### src/sv/mhpq_ram.sv
// generic memory: one write port, two read ports with registered read data
// no dependencies
module mhpq_ram #(
  parameter int WIDTH = 32,
  parameter int DEPTH = 2,
  localparam int AW = (DEPTH > 1) ? $clog2(DEPTH) : 1
) (
  input  logic             clk_i,
  input  logic             wr_en_i,
  input  logic [AW-1:0]    wr_addr_i,
  input  logic [WIDTH-1:0] wr_data_i,
  input  logic [AW-1:0]    rd_addr_a_i,
  input  logic [AW-1:0]    rd_addr_b_i,
  output logic [WIDTH-1:0] rd_data_a_o,
  output logic [WIDTH-1:0] rd_data_b_o
);

  logic [WIDTH-1:0] mem_q [DEPTH];
  logic [WIDTH-1:0] rd_a_q;
  logic [WIDTH-1:0] rd_b_q;

  always_ff @(posedge clk_i) begin
    if (wr_en_i) begin
      mem_q[wr_addr_i] <= wr_data_i;
    end
    rd_a_q <= mem_q[rd_addr_a_i];
    rd_b_q <= mem_q[rd_addr_b_i];
  end

  assign rd_data_a_o = rd_a_q;
  assign rd_data_b_o = rd_b_q;

endmodule

### config.mk
export PLATFORM = sky130hd
export DESIGN_NAME = mhpq_ram
export DESIGN_NICKNAME = d
export VERILOG_FILES = /design/src/sv/mhpq_ram.sv
export SDC_FILE = /design/constraint.sdc
export NUM_CORES = 1
export LEC_CHECK = 0
export BUFFER_PORTS_ARGS = -buffer_cell sky130_fd_sc_hd__buf_2
export CORE_ASPECT_RATIO = 1.5
export CORE_MARGIN = 1.5
export CORE_UTILIZATION = 55
export CTS_BUF_LIST = sky130_fd_sc_hd__clkbuf_2
export CTS_CLUSTER_SIZE = 25
export DETAILED_ROUTE_END_ITERATION = 12
export PLACE_DENSITY = 0.9
export SKIP_CTS_REPAIR_TIMING = 1
export SLEW_MARGIN = 15
export SYNTH_ARGS = -nofsm -noshare
export SYNTH_HDL_FRONTEND = slang
export SYNTH_SLANG_ARGS = --single-unit
export TNS_END_PERCENT = 1
### constraint.sdc
create_clock -name clk_i -period 2.3 [get_ports clk_i]
set_input_delay 0.23 -clock clk_i [delete_from_list [all_inputs] [get_ports clk_i]]
set_output_delay 0.23 -clock clk_i [all_outputs]
set_load 0.01 [all_outputs]
Word-level counts from Yosys, hierarchy flattened. Memories as Yosys holds them, arrays and structs flattened. A register that Yosys moved wholly into a read port is not among the register bits. Cells that the tools add are included.

Output and inout port bits: 64. Bits in registers: 0. Memory bits (writable): 64. Memories kept: 1. Bits of input ports: 37.

Mux-type cells: 2.

Memories: mem_q (words 2, bits a word 32, read ports 2, clocked after memory_dff 2, write ports 1, RTL line 18) `logic [WIDTH-1:0] mem_q [DEPTH];`.

Operators by type and width (count): two-way mux 1 bit (2).

Longest topological paths before layout.
Depth in word-level cells: 2. Depth in mapped cells: 3. Gate-level depth less buffers: 1.

Least setup slack after synthesis. OpenSTA, ideal clock, no wires.

Path type: input to register. Start: input wr_addr_i. End: memory mem_q[0][0], enable pin. Library setup time: 425 ps. Path slack: 192 ps. Required time: 1875 ps. Arrival: 1682 ps. Stages: 1. Path through: nor2b_1.

RTL lines: from (decl) (RTL line 10) `input logic [AW-1:0] wr_addr_i,`; to (decl) (RTL line 18).

No word-level cell before the write port.

Worst setup path in the final report.
Start: input wr_addr_i. End: memory mem_q[0][17], enable pin.

No word-level cell before the write port.

==> impl_metrics.json <==
{
  "floorplan.initialDensity_pct": 56.54,
  "antenna_violations_before_repair": 1,
  "setup.worst_path.start_class": "input pin",
  "global_route.usage.total_pct": 16.87,
  "post_synth_most_frequent_cells": "64 x sky130_fd_sc_hd__dfxtp_1, 64 x sky130_fd_sc_hd__edfxtp_1, 60 x sky130_fd_sc_hd__mux2_4",
  "cts.path.max_buffers": 2,
  "p_total_mw": 4.104,
  "core_utilization_of_the_finished_layout_pct": 70.48,
  "numPortBuffers": 100,
  "yosys.cell_types.count": 8,
  "dr.pass1.iters": 4,
  "drt-initial-drc-count": 80,
  "p_switching_mw": 0.9496,
  "global_route.usage.met1_pct": 16.50,
  "rsz0062_at_grt": "false",
  "share_comb_of_total_power_pct": 11.7,
  "fp.dieH_um": 111.3,
  "internal-power_mw": 3.154,
  "clk_pin_slew_ns": 0.15,
  "cellPowerDensity_nw_per_um2": 764.9,
  "clock_skew_ns": 0.03120,
  "cap_violations": 0,
  "sw_share_pct": 23.14,
  "fin_cells": 468,
  "cp_data_arrival_time_ns": 2.06,
  "total_length_of_routed_wires_mm": 6.874,
  "design.portCount": 101,
  "synth.top_cells.by_area": "sky130_fd_sc_hd__edfxtp_1 45%, sky130_fd_sc_hd__dfxtp_1 30%, sky130_fd_sc_hd__mux2_4 21%, sky130_fd_sc_hd__buf_12 2.8%, sky130_fd_sc_hd__mux2_2 1.0%",
  "yosys.area.top_type": "sky130_fd_sc_hd__edfxtp_1",
  "most_used_routing_layer": "met2",
  "dp_cells": 400,
  "cell_area_synth_um2": 4304,
  "via_count_of_the_first_global_routing_pass": 2045,
  "dr_total_vias": 2163,
  "power.ir.vdd_worst_v": 0.0004668,
  "cts_made_buffers": 17,
  "route.detailed.drc": 0,
  "cts_tree": "yes",
  "core_area_um2": 7612,
  "ys.warnings.count": 0,
  "share_seq_of_total_power_pct": 64.6,
  "clkPwrFrac_pct": 23.7,
  "async_reset_ff_share_pct": 0,
  "timing.final.ws_setup_ns": 0.5219,
  "final_max_slew_viol_count": 0,
  "post-route-min-period_ns": 1.778,
  "drt.antenna.violating_nets": 0,
  "synth-seq-area-share_pct": 74.42,
  "final.fill_count": 509,
  "slew-limit-headroom_pct": 62.05,
  "gp_congestion": 0.7813,
  "post_dp_cell_area_um2": 4852,
  "achievable_clock_frequency_ghz": 0.5624,
  "report.final.hold_viol_count": 0,
  "pin_count_of_the_biggest_net_entering_global_routing": 33,
  "run_status": "finished clean",
  "ctsHtreeMaxLevel": 4,
  "die_area_um2": 8376,
  "detailed_place_hpwl_mm": 4.499,
  "final.hold.worst_slack_ns": 0.1240,
  "wl_per_cell_um": 14.69,
  "via_per_inst": 4.622,
  "timing_worst_setup_path_type": "input pin to register",
  "synth_edf_count": 64,
  "finish.net_count": 389,
  "insertion_delay_ns": 0.64,
  "final_cell_area_um2": 5365,
  "total_leakage_power_nw": 2.343,
  "clockRootBuffer": "sky130_fd_sc_hd__clkbuf_2",
  "grt_use_met3_pct": 7.330,
  "path_max_fanout": 11,
  "tritoncts_num_sinks": 128,
  "worstSetupEndpointType": "register",
  "die-width_um": 75.23,
  "yosys.area.top_type_share_pct": 44.65,
  "syn_area_per_cell_um2": 21.31,
  "synth_fp_nets": 239,
  "max_slew.worst_pin.slew_ns": 0.5673,
  "global_route.usage.met2_pct": 27.79,
  "synth.ff_latch_count": 128,
  "commonest_register_cell_after_synthesis": "sky130_fd_sc_hd__edfxtp_1",
  "placement_rows": 39,
  "syn-instance-count": 202,
  "layout-drive-gt1-share_pct": 53.97,
  "gr-total-overflow": 0,
  "number_of_failing_setup_endpoints_in_the_final_timing_report": 0,
  "grt_pass1_wl_mm": 9.653,
  "finalCritPeriodShare_pct": 77.31,
  "post-place-ws_ns": 0.8288,
  "area_growth_pct": 24.65,
  "crit_required_ns": 2.58,
  "worst_hold_path_type": "input pin to register",
  "fin_tns_setup_ns": 0
}
[final cells by class]
class	count	area, um2	area share [%]
sequential	128	3203	59.70
multi-input combinational	66	965.9	18.00
timing repair buffer	139	905.9	16.88
tap	102	127.6	2.379
clock buffer	23	115.1	2.146
antenna	1	2.502	0.04664
clock inverter	9	45.04	0.8396
[cells by family (layout without fill, tap and decap cells)]
logic type	count (synthesis)	in the layout	synth area share (%)
other	0	1	0
DFF	128	128	74.42
buffers and inverters	8	171	3.314
and+or+nand+nor	2	2	0.2909
muxes	64	64	21.98
[state kept, by name, indices dropped and copies added (netlist names)]
signal / count
mem_q: 64
rd_data_a_o: 32
rd_data_b_o: 32
[cell usage in the layout (no fill, tap or decap), drive strengths merged]
cell type | Yosys | final
mux2 | 64 | 64
dlygate4sd3 | 0 | 35
clkinv | 0 | 7
diode | 0 | 1
and2 | 1 | 1
edfxtp | 64 | 64
dfxtp | 64 | 64
nor2b | 1 | 1
clkbuf | 0 | 23
buf | 8 | 104
clkinvlp | 0 | 2
[metal layers]
| metal | share of wire [%] | wire length (um) |
|---|---|---|
| met5 | 0 | 0 |
| met1 | 36 | 2482 |
| met2 | 57 | 3890 |
| met3 | 4.3 | 294 |
| met4 | 3.0 | 207 |
[worst paths after layout]
| check | startpoint | end | slack, ns | cells after the start |
|---|---|---|---|---|
| setup / recovery | wr_addr_i | mem_q[0][17]$_DFFE_PP_ | 0.52 | 4 |
| hold / removal | rd_addr_b_i | rd_data_b_o[3]$_DFF_P_ | 0.12 | 2 |
| setup reg to reg | mem_q[0][22]$_DFFE_PP_ | rd_data_a_o[22]$_DFF_P_ | 1.46 | 1 |
| hold reg to reg | mem_q[0][19]$_DFFE_PP_ | rd_data_a_o[19]$_DFF_P_ | 0.51 | 1 |
[critical path, stage by stage]
cell and delay, ns:
sky130_fd_sc_hd__dlygate4sd3_1 0.53, sky130_fd_sc_hd__buf_2 0.14, sky130_fd_sc_hd__nor2b_4 0.20, sky130_fd_sc_hd__dlygate4sd3_1 0.95
[power by group through the flow]
stage / registers (mW) / clock network, mW / logic (mW)
after floorplan: 2.75 / 0 / 0.225
after global placement: 2.69 / 0 / 0.425
after detailed placement: 2.70 / 0 / 0.435
after CTS: 2.65 / 1.01 / 0.436
after global routing: 2.67 / 1.12 / 0.514
final: 2.65 / 0.973 / 0.480
Power figures use the tool's default switching activity.
