**config.mk**
```make
export PLATFORM = sky130hd
export DESIGN_NAME = mhpq_cell
export DESIGN_NICKNAME = d
export VERILOG_FILES = /design/src/sv/mhpq_pkg.sv /design/src/sv/mhpq_cell.sv
export SDC_FILE = /design/constraint.sdc
export NUM_CORES = 1
export LEC_CHECK = 0
export BUFFER_PORTS_ARGS = -buffer_cell sky130_fd_sc_hd__buf_4
export CAP_MARGIN = 30
export CORE_MARGIN = 1
export CORE_UTILIZATION = 34
export DETAILED_ROUTE_END_ITERATION = 6
export PLACE_DENSITY = 0.7
export SLEW_MARGIN = 20
export SYNTH_ARGS = -nofsm -noshare
export SYNTH_HDL_FRONTEND = slang
export SYNTH_SLANG_ARGS = --single-unit
```
**constraint.sdc**
```tcl
create_clock -name clk_i -period 7.71 [get_ports clk_i]
set_input_delay 1.542 -clock clk_i [delete_from_list [all_inputs] [get_ports clk_i]]
set_output_delay 1.542 -clock clk_i [all_outputs]
set_load 0.01 [all_outputs]
```
**src/sv/mhpq_pkg.sv**
```systemverilog
// shared types, constants and node helpers for the max-heap priority queue
// no dependencies; used by the cell, the top level and the checker
package mhpq_pkg;

  localparam int CAPACITY    = 64;
  localparam int LEVELS      = $clog2(CAPACITY + 1);
  localparam int NODE_W      = LEVELS;
  localparam int IDX_W       = LEVELS - 1;
  localparam int LVL_W       = $clog2(LEVELS);
  localparam int DATA_W      = 32;
  localparam int COUNT_OUT_W = 7;

  localparam logic FN_INSERT = 1'b0;
  localparam logic FN_REMOVE = 1'b1;

  typedef logic signed [DATA_W-1:0] val_t;

  typedef enum logic [1:0] {
    ST_DONE  = 2'd0,
    ST_FULL  = 2'd1,
    ST_EMPTY = 2'd2
  } status_e;

  typedef enum logic [1:0] {
    K_UP,
    K_DOWN,
    K_FETCH
  } tok_kind_e;

  typedef enum logic [1:0] {
    C_IDLE,
    C_RD,
    C_CMP
  } cell_state_e;

  typedef enum logic [1:0] {
    T_IDLE,
    T_FETCH,
    T_BUSY,
    T_DONE
  } ctrl_state_e;

  typedef struct packed {
    logic             valid;
    tok_kind_e        kind;
    val_t             value;
    logic [IDX_W-1:0] idx;
  } tok_t;

  typedef struct packed {
    logic             en;
    logic [IDX_W-1:0] idx;
    val_t             data;
  } wr_t;

  function automatic logic [LVL_W-1:0] node_level(input logic [NODE_W-1:0] node);
    logic [NODE_W-1:0] pos;
    logic [LVL_W-1:0]  lvl;
    pos = node + NODE_W'(1);
    lvl = '0;
    for (int k = 0; k < NODE_W; k++) begin
      if (pos[k]) begin
        lvl = LVL_W'(k);
      end
    end
    return lvl;
  endfunction

  function automatic logic [IDX_W-1:0] node_index(input logic [NODE_W-1:0] node);
    logic [NODE_W-1:0] pos;
    logic [LVL_W-1:0]  lvl;
    pos = node + NODE_W'(1);
    lvl = node_level(node);
    pos = pos & ~(NODE_W'(1) << lvl);
    return IDX_W'(pos);
  endfunction

endpackage

```
**src/sv/mhpq_cell.sv**
```systemverilog
// one heap level: takes a sift or fetch transaction, reads its level memory,
// compares and hands the transaction or a write to the neighboring level; uses mhpq_pkg
module mhpq_cell (
  input  logic                          clk_i,
  input  logic                          rst_ni,
  input  logic [mhpq_pkg::NODE_W-1:0]   level_base_i,
  input  logic                          first_i,
  input  logic                          last_i,
  input  logic [mhpq_pkg::NODE_W-1:0]   fill_i,
  input  mhpq_pkg::tok_t                tok_i,
  output mhpq_pkg::tok_t                tok_up_o,
  output mhpq_pkg::tok_t                tok_dn_o,
  output mhpq_pkg::wr_t                 wr_self_o,
  output mhpq_pkg::wr_t                 wr_above_o,
  output mhpq_pkg::wr_t                 wr_below_o,
  output logic                          done_o,
  output logic                          fetch_valid_o,
  output mhpq_pkg::val_t                fetch_data_o,
  output logic [mhpq_pkg::IDX_W-1:0]    rd_idx_a_o,
  output logic [mhpq_pkg::IDX_W-1:0]    rd_idx_b_o,
  input  mhpq_pkg::val_t                rd_data_a_i,
  input  mhpq_pkg::val_t                rd_data_b_i
);

  mhpq_pkg::cell_state_e            state_q, state_d;
  mhpq_pkg::tok_kind_e              kind_q;
  mhpq_pkg::val_t                   value_q;
  logic [mhpq_pkg::IDX_W-1:0]       idx_q;

  logic [mhpq_pkg::IDX_W-1:0]       child_idx;
  logic [mhpq_pkg::IDX_W-1:0]       parent_idx;
  logic [mhpq_pkg::NODE_W-1:0]      left_node;
  logic [mhpq_pkg::NODE_W-1:0]      right_node;
  logic                             pick_right;
  mhpq_pkg::val_t                   pick_val;
  logic [mhpq_pkg::IDX_W-1:0]       pick_idx;

  assign child_idx  = idx_q << 1;
  assign parent_idx = idx_q >> 1;
  assign left_node  = level_base_i + mhpq_pkg::NODE_W'(child_idx);
  assign right_node = left_node + mhpq_pkg::NODE_W'(1);
  assign pick_right = (right_node < fill_i) && (rd_data_b_i > rd_data_a_i);
  assign pick_val   = pick_right ? rd_data_b_i : rd_data_a_i;
  assign pick_idx   = pick_right ? (child_idx | mhpq_pkg::IDX_W'(1)) : child_idx;

  assign rd_idx_a_o = (kind_q == mhpq_pkg::K_UP)   ? parent_idx :
                      (kind_q == mhpq_pkg::K_DOWN) ? child_idx  : idx_q;
  assign rd_idx_b_o = child_idx | mhpq_pkg::IDX_W'(1);

  always_comb begin
    state_d       = state_q;
    tok_up_o      = '0;
    tok_dn_o      = '0;
    wr_self_o     = '0;
    wr_above_o    = '0;
    wr_below_o    = '0;
    done_o        = 1'b0;
    fetch_valid_o = 1'b0;
    fetch_data_o  = rd_data_a_i;
    unique case (state_q)
      mhpq_pkg::C_IDLE: begin
      end
      mhpq_pkg::C_RD: begin
        if (kind_q == mhpq_pkg::K_DOWN && left_node >= fill_i) begin
          // hole has no children
          wr_above_o.en   = 1'b1;
          wr_above_o.idx  = idx_q;
          wr_above_o.data = value_q;
          done_o          = 1'b1;
          state_d         = mhpq_pkg::C_IDLE;
        end else begin
          state_d = mhpq_pkg::C_CMP;
        end
      end
      mhpq_pkg::C_CMP: begin
        state_d = mhpq_pkg::C_IDLE;
        case (kind_q)
          mhpq_pkg::K_UP: begin
            wr_below_o.en  = 1'b1;
            wr_below_o.idx = idx_q;
            if (value_q > rd_data_a_i) begin
              wr_below_o.data = rd_data_a_i;
              if (first_i) begin
                wr_self_o.en   = 1'b1;
                wr_self_o.idx  = '0;
                wr_self_o.data = value_q;
                done_o         = 1'b1;
              end else begin
                tok_up_o.valid = 1'b1;
                tok_up_o.kind  = mhpq_pkg::K_UP;
                tok_up_o.value = value_q;
                tok_up_o.idx   = parent_idx;
              end
            end else begin
              wr_below_o.data = value_q;
              done_o          = 1'b1;
            end
          end
          mhpq_pkg::K_DOWN: begin
            wr_above_o.en  = 1'b1;
            wr_above_o.idx = idx_q;
            if (pick_val > value_q) begin
              wr_above_o.data = pick_val;
              if (last_i) begin
                wr_self_o.en   = 1'b1;
                wr_self_o.idx  = pick_idx;
                wr_self_o.data = value_q;
                done_o         = 1'b1;
              end else begin
                tok_dn_o.valid = 1'b1;
                tok_dn_o.kind  = mhpq_pkg::K_DOWN;
                tok_dn_o.value = value_q;
                tok_dn_o.idx   = pick_idx;
              end
            end else begin
              wr_above_o.data = value_q;
              done_o          = 1'b1;
            end
          end
          mhpq_pkg::K_FETCH: begin
            fetch_valid_o = 1'b1;
          end
          default: begin
          end
        endcase
      end
      default: begin
        state_d = mhpq_pkg::C_IDLE;
      end
    endcase
    if (tok_i.valid) begin
      state_d = mhpq_pkg::C_RD;
    end
  end

  always_ff @(posedge clk_i or negedge rst_ni) begin
    if (!rst_ni) begin
      state_q <= mhpq_pkg::C_IDLE;
    end else begin
      state_q <= state_d;
    end
  end

  always_ff @(posedge clk_i) begin
    if (tok_i.valid) begin
      kind_q  <= tok_i.kind;
      value_q <= tok_i.value;
      idx_q   <= tok_i.idx;
    end
  end

endmodule

```
== Yosys cells after proc, flatten, opt, wreduce, memory -nomap -nowiden ==
Cells that the tools add are included.

* Register bits after elaboration: 42
* Output and inout port bits: 245

* Muxes and demuxes: 37
* Add/sub/neg operators: 2
* Equal/unequal tests: 5
* Reductions and logical operators: 4
* $lt $le $gt $ge: 5

{| class="wikitable"
|+ Operators with widths
! kind !! number
|-
| $mux 39 || 9
|-
| $mux 41 || 8
|-
| $pmux 39 s2 || 2
|-
| $gt 32x32->1 || 3
|-
| $mux 32 || 3
|-
| $mux 6 || 2
|-
| $mux 1 || 8
|-
| $add 7x1->7 const B || 1
|-
| $add 7x6->7 || 1
|-
| $ge 7x7->1 || 1
|-
| $lt 7x7->1 || 1
|-
| $eq 2x1->1 const B || 2
|-
| $eq 2x2->1 const B || 2
|-
| $logic_not 2->1 || 2
|-
| $mux 2 || 2
|-
| $pmux 1 s2 || 2
|-
| $pmux 2 s2 || 1
|-
| $logic_and 1x1->1 || 2
|-
| $ne 2x2->1 const B || 1
|}

== Longest topological paths before layout ==
* Depth in word-level cells: 9
* Mapped depth: 25
* Depth with buffers taken out: 22

== Worst setup path after synthesis ==
No wires, ideal clock.

* Path kind: in2out
* Start: in level_base_i[1] in the netlist's numbering
* End: out wr_above_o[11] in the netlist's numbering
* Data arrival time: 6.521 ns
* Cell stages on the path: 24
* Required time: 6.168 ns
* Path slack: -0.353 ns
* Buffers on the path: 2
* Cell sequence: ha_1 fa_1 a21oi_1 nor2_1 nor2_1 xnor2_1 nand3_1 xnor2_1 ha_1 a221o_1 a31oi_1 o21ai_2 buf_2 mux2_1 ha_1 nor2b_1 o211ai_1 a21oi_1 o31a_1 or4_1 and2_4 o31a_1 buf_6 a22o_1

{| class="wikitable"
|+ RTL lines
! element !! line !! RTL
|-
| from (decl) || mhpq_cell.sv:6 || <nowiki>input logic [mhpq_pkg::NODE_W-1:0] level_base_i,</nowiki>
|-
| to (decl) || mhpq_cell.sv:14 || <nowiki>output mhpq_pkg::wr_t wr_above_o,</nowiki>
|}

==> flow_metrics.tcl <==
set metrics [dict create \
    cp.depth 25 \
    path_class "in -> out" \
    yosysUniqueCellTypes 61 \
    cp_slowest_cell "or4_4" \
    crit_top_cell "a21oi_1" \
    slew_violations 0 \
    synth-compound-area-share 0.1425 \
    worstPathArrival_ns 6.87 \
    postRouteAntennaNets 0 \
    cap_violations 0 \
    first_pass_iters 5 \
    slew_headroom 0.3411 \
    globalplace.congestion 0.8720 \
    cts.clk_slew.worst_paths_ns 0.07 \
    synth-simple-area-share 0.2133 \
    num_vias 7649 \
    violations "negative setup slack" \
    ff2ff_path_depth 14 \
    synth_top_area_share 0.2185 \
    num_antenna_cells 0 \
    drive_gt1_frac 0.4894 \
    fill_cells 1768 \
    synth_area_leaders "ha_1, edfxtp_1, and2_1" \
    hold_class "reg -> reg" \
    dieWidth_um 143.6 \
    dp_slack_ns -0.9733 \
    synth_top_area_cell "ha_1" \
    ys.flop_type "edfxtp_1" \
    htree_levels 2 \
    synth_top_family_by_area "adder cells" \
    grt_setup_unrepaired "yes" \
    synth_xor_area_frac 0.01157 \
    numClockSinks 42 \
    finalCritPeriodShare 1.091 \
    cp-start-kind "input pin" \
    synth_edf_count 40 \
    async_flop_share 0.04762 \
    finalWorstPathRequiredPeriod_ns 8.414 \
    die_h_um 143.6 \
    crit_fanout 40 \
    whs_ns 0.5193 \
    dieArea_um2 20620 \
    synth_adder_area_share 0.2214 \
    drtIter0Drc 237 \
    fmax_mhz 118.8 \
    holdBufCountCts 0 \
    p_leak_nw 5.779 \
    grt_use_met2 0.4916 \
    area_growth_syn_to_layout_pct 65.32 \
    synth_area_um2 6815 \
    muxShareOfSynthArea 0.1072 \
    antenna_found_initial 0 \
    critPathMaxStageDelay_ns 0.42 \
    grt_pass1_wl_um 42180 \
    via_per_inst 5.123 \
    yosys_warnings 0 \
    grt_overflow 0 \
    cp_data_required_time_ns 6.17 \
    max_slew.worst_pin.slew_ns 0.9883 \
    worst-path-buf-inv 4 \
    synth-seq-area-share 0.1836 \
    syn-mean-instance-area_um2 8.445 \
    synth_seq_cells 42 \
    end_kind "output port" \
    clock_path_buffers 2 \
    root_buffer "clkbuf_16" \
    worstHoldPathCells 1 \
    dp_hpwl_um 22330 \
    grt-busiest-layer "met2" \
    setup_ws_ns -0.7045 \
    fin_tns_setup_ns -69.36 \
    cts_tree "built" \
    num-nets-final 1470 \
    coreArea_um2 19530 \
    grtUsageTotal 0.2680 \
    top_level_ports 368 \
    ir_worst_vdd_v 0.00008513 \
    use_met1 0.3114 \
    wl_per_cell_um 18.91 \
    grt_max_degree 76 \
    grt_pass1_vias 7624 \
    hold_viol 0 \
    num_rows 51 \
    drc 0 \
    multi_input_area_um2 5167 \
    outcome "finished, violations left" \
    grt_use_met3 0.05065 \
    setup_violations 112 \
    insertion_delay_ns 0.30 \
    powerDensity_nw_per_um2 112.5 \
    crit_family "compound AO/OA/AOI/OAI gates" \
    cts_buffers 5 \
    numPortBuffers 362 \
    clock_skew_ns 0.003044 \
    seq_area_um2 1251 \
    drt-total-wl_um 28230 \
    initial_core_util 0.3490 \
    final_util 0.5770 \
    synthCells 807 \
]
## final timing paths
path	from	to	slack, ns
setup / recovery	level_base_i[2]	tok_dn_o[0]	-0.70
hold / removal	state_q[0]$_DFFE_PN0P_	state_q[0]$_DFFE_PN0P_	0.52
setup reg to reg	idx_q[0]$_DFFE_PP_	state_q[1]$_DFFE_PN0P_	4.64
hold reg to reg	state_q[0]$_DFFE_PN0P_	state_q[0]$_DFFE_PN0P_	0.52
max in group asynchronous	rst_ni	state_q[0]$_DFFE_PN0P_	6.62
min in group asynchronous	rst_ni	state_q[1]$_DFFE_PN0P_	1.01
## metal layers
layer,routed length (µm),part of all wire,vias to the layer above
li1,-,-,3707
met1,11480,0.41,3613
met2,14270,0.51,296
met3,1847,0.065,33
met4,641,0.023,0
met5,0,0,-
## sequential cells by signal, indices dropped and copies added, names as in the netlist
name	cells
idx_q	6
kind_q	2
state_q	2
value_q	32
## report_power, final
part / internal [mW] / switching (mW) / leakage (nW)
clock: 0.124 / 0.107 / 0.0752
sequential: 0.272 / 0.0357 / 0.416
combinational: 0.373 / 0.357 / 5.29
total: 0.768 / 0.500 / 5.78
## cells in the final DEF, fill, tap and decap left out, types with 38 or more instances in the layout
cell	n
ha_1	107
inv_1	82
nor4_1	39
nor2_1	54
and2_1	43
buf_6	59
a21oi_1	38
edfxtp_1	40
buf_4	419
## cell families after synthesis
group | after synthesis
AO/OA/AOI/OAI | 142
XOR/XNOR | 9
adder cells (fa/ha/maj) | 120
buffers and inverters | 162
flip-flops | 42
multiplexers | 69
other | 2
AND/OR/NAND/NOR | 261
## what timing repair did
item                       CTS  global route
cloned                       3             0
pin swaps                    7             2
setup buffers                3             1
setup endpoints to repair  112           112
gates resized for setup     96             7
## cell usage after synthesis, types with 5 or more instances
cell      number
buf_4         45
buf_2         17
and2_1        79
mux2_2        28
edfxtp_1      40
o31a_1         5
a22o_1        31
o21ai_0       18
nand4_1       18
mux2i_1       37
nand2_1       33
ha_1         119
a21oi_1       44
a21o_1        11
nor2b_1        7
nand3_1        6
nor2_1        54
clkbuf_1      16
xnor2_1        6
nor4_1        40
inv_1         82
## per-stage QoR
step	power (mW)	instances	cell area [µm²]
after floorplan	0.7177	810	7113
after global placement	0.9960	1478	10640
after detailed placement	1.009	1478	10640
after CTS	1.272	1492	11230
after global routing	1.359	1493	11270
final	1.268	1493	11270
## cell type report
type,count,share of cell area
Inverter,82,0.02732
Clock buffer,5,0.01110
Multi-Input combinational cell,606,0.4586
Clock inverter,3,0.002332
Timing Repair Buffer,490,0.3601
Sequential cell,42,0.1110
Tap cell,265,0.02943
No activity file was read; power rests on OpenSTA's default activity.
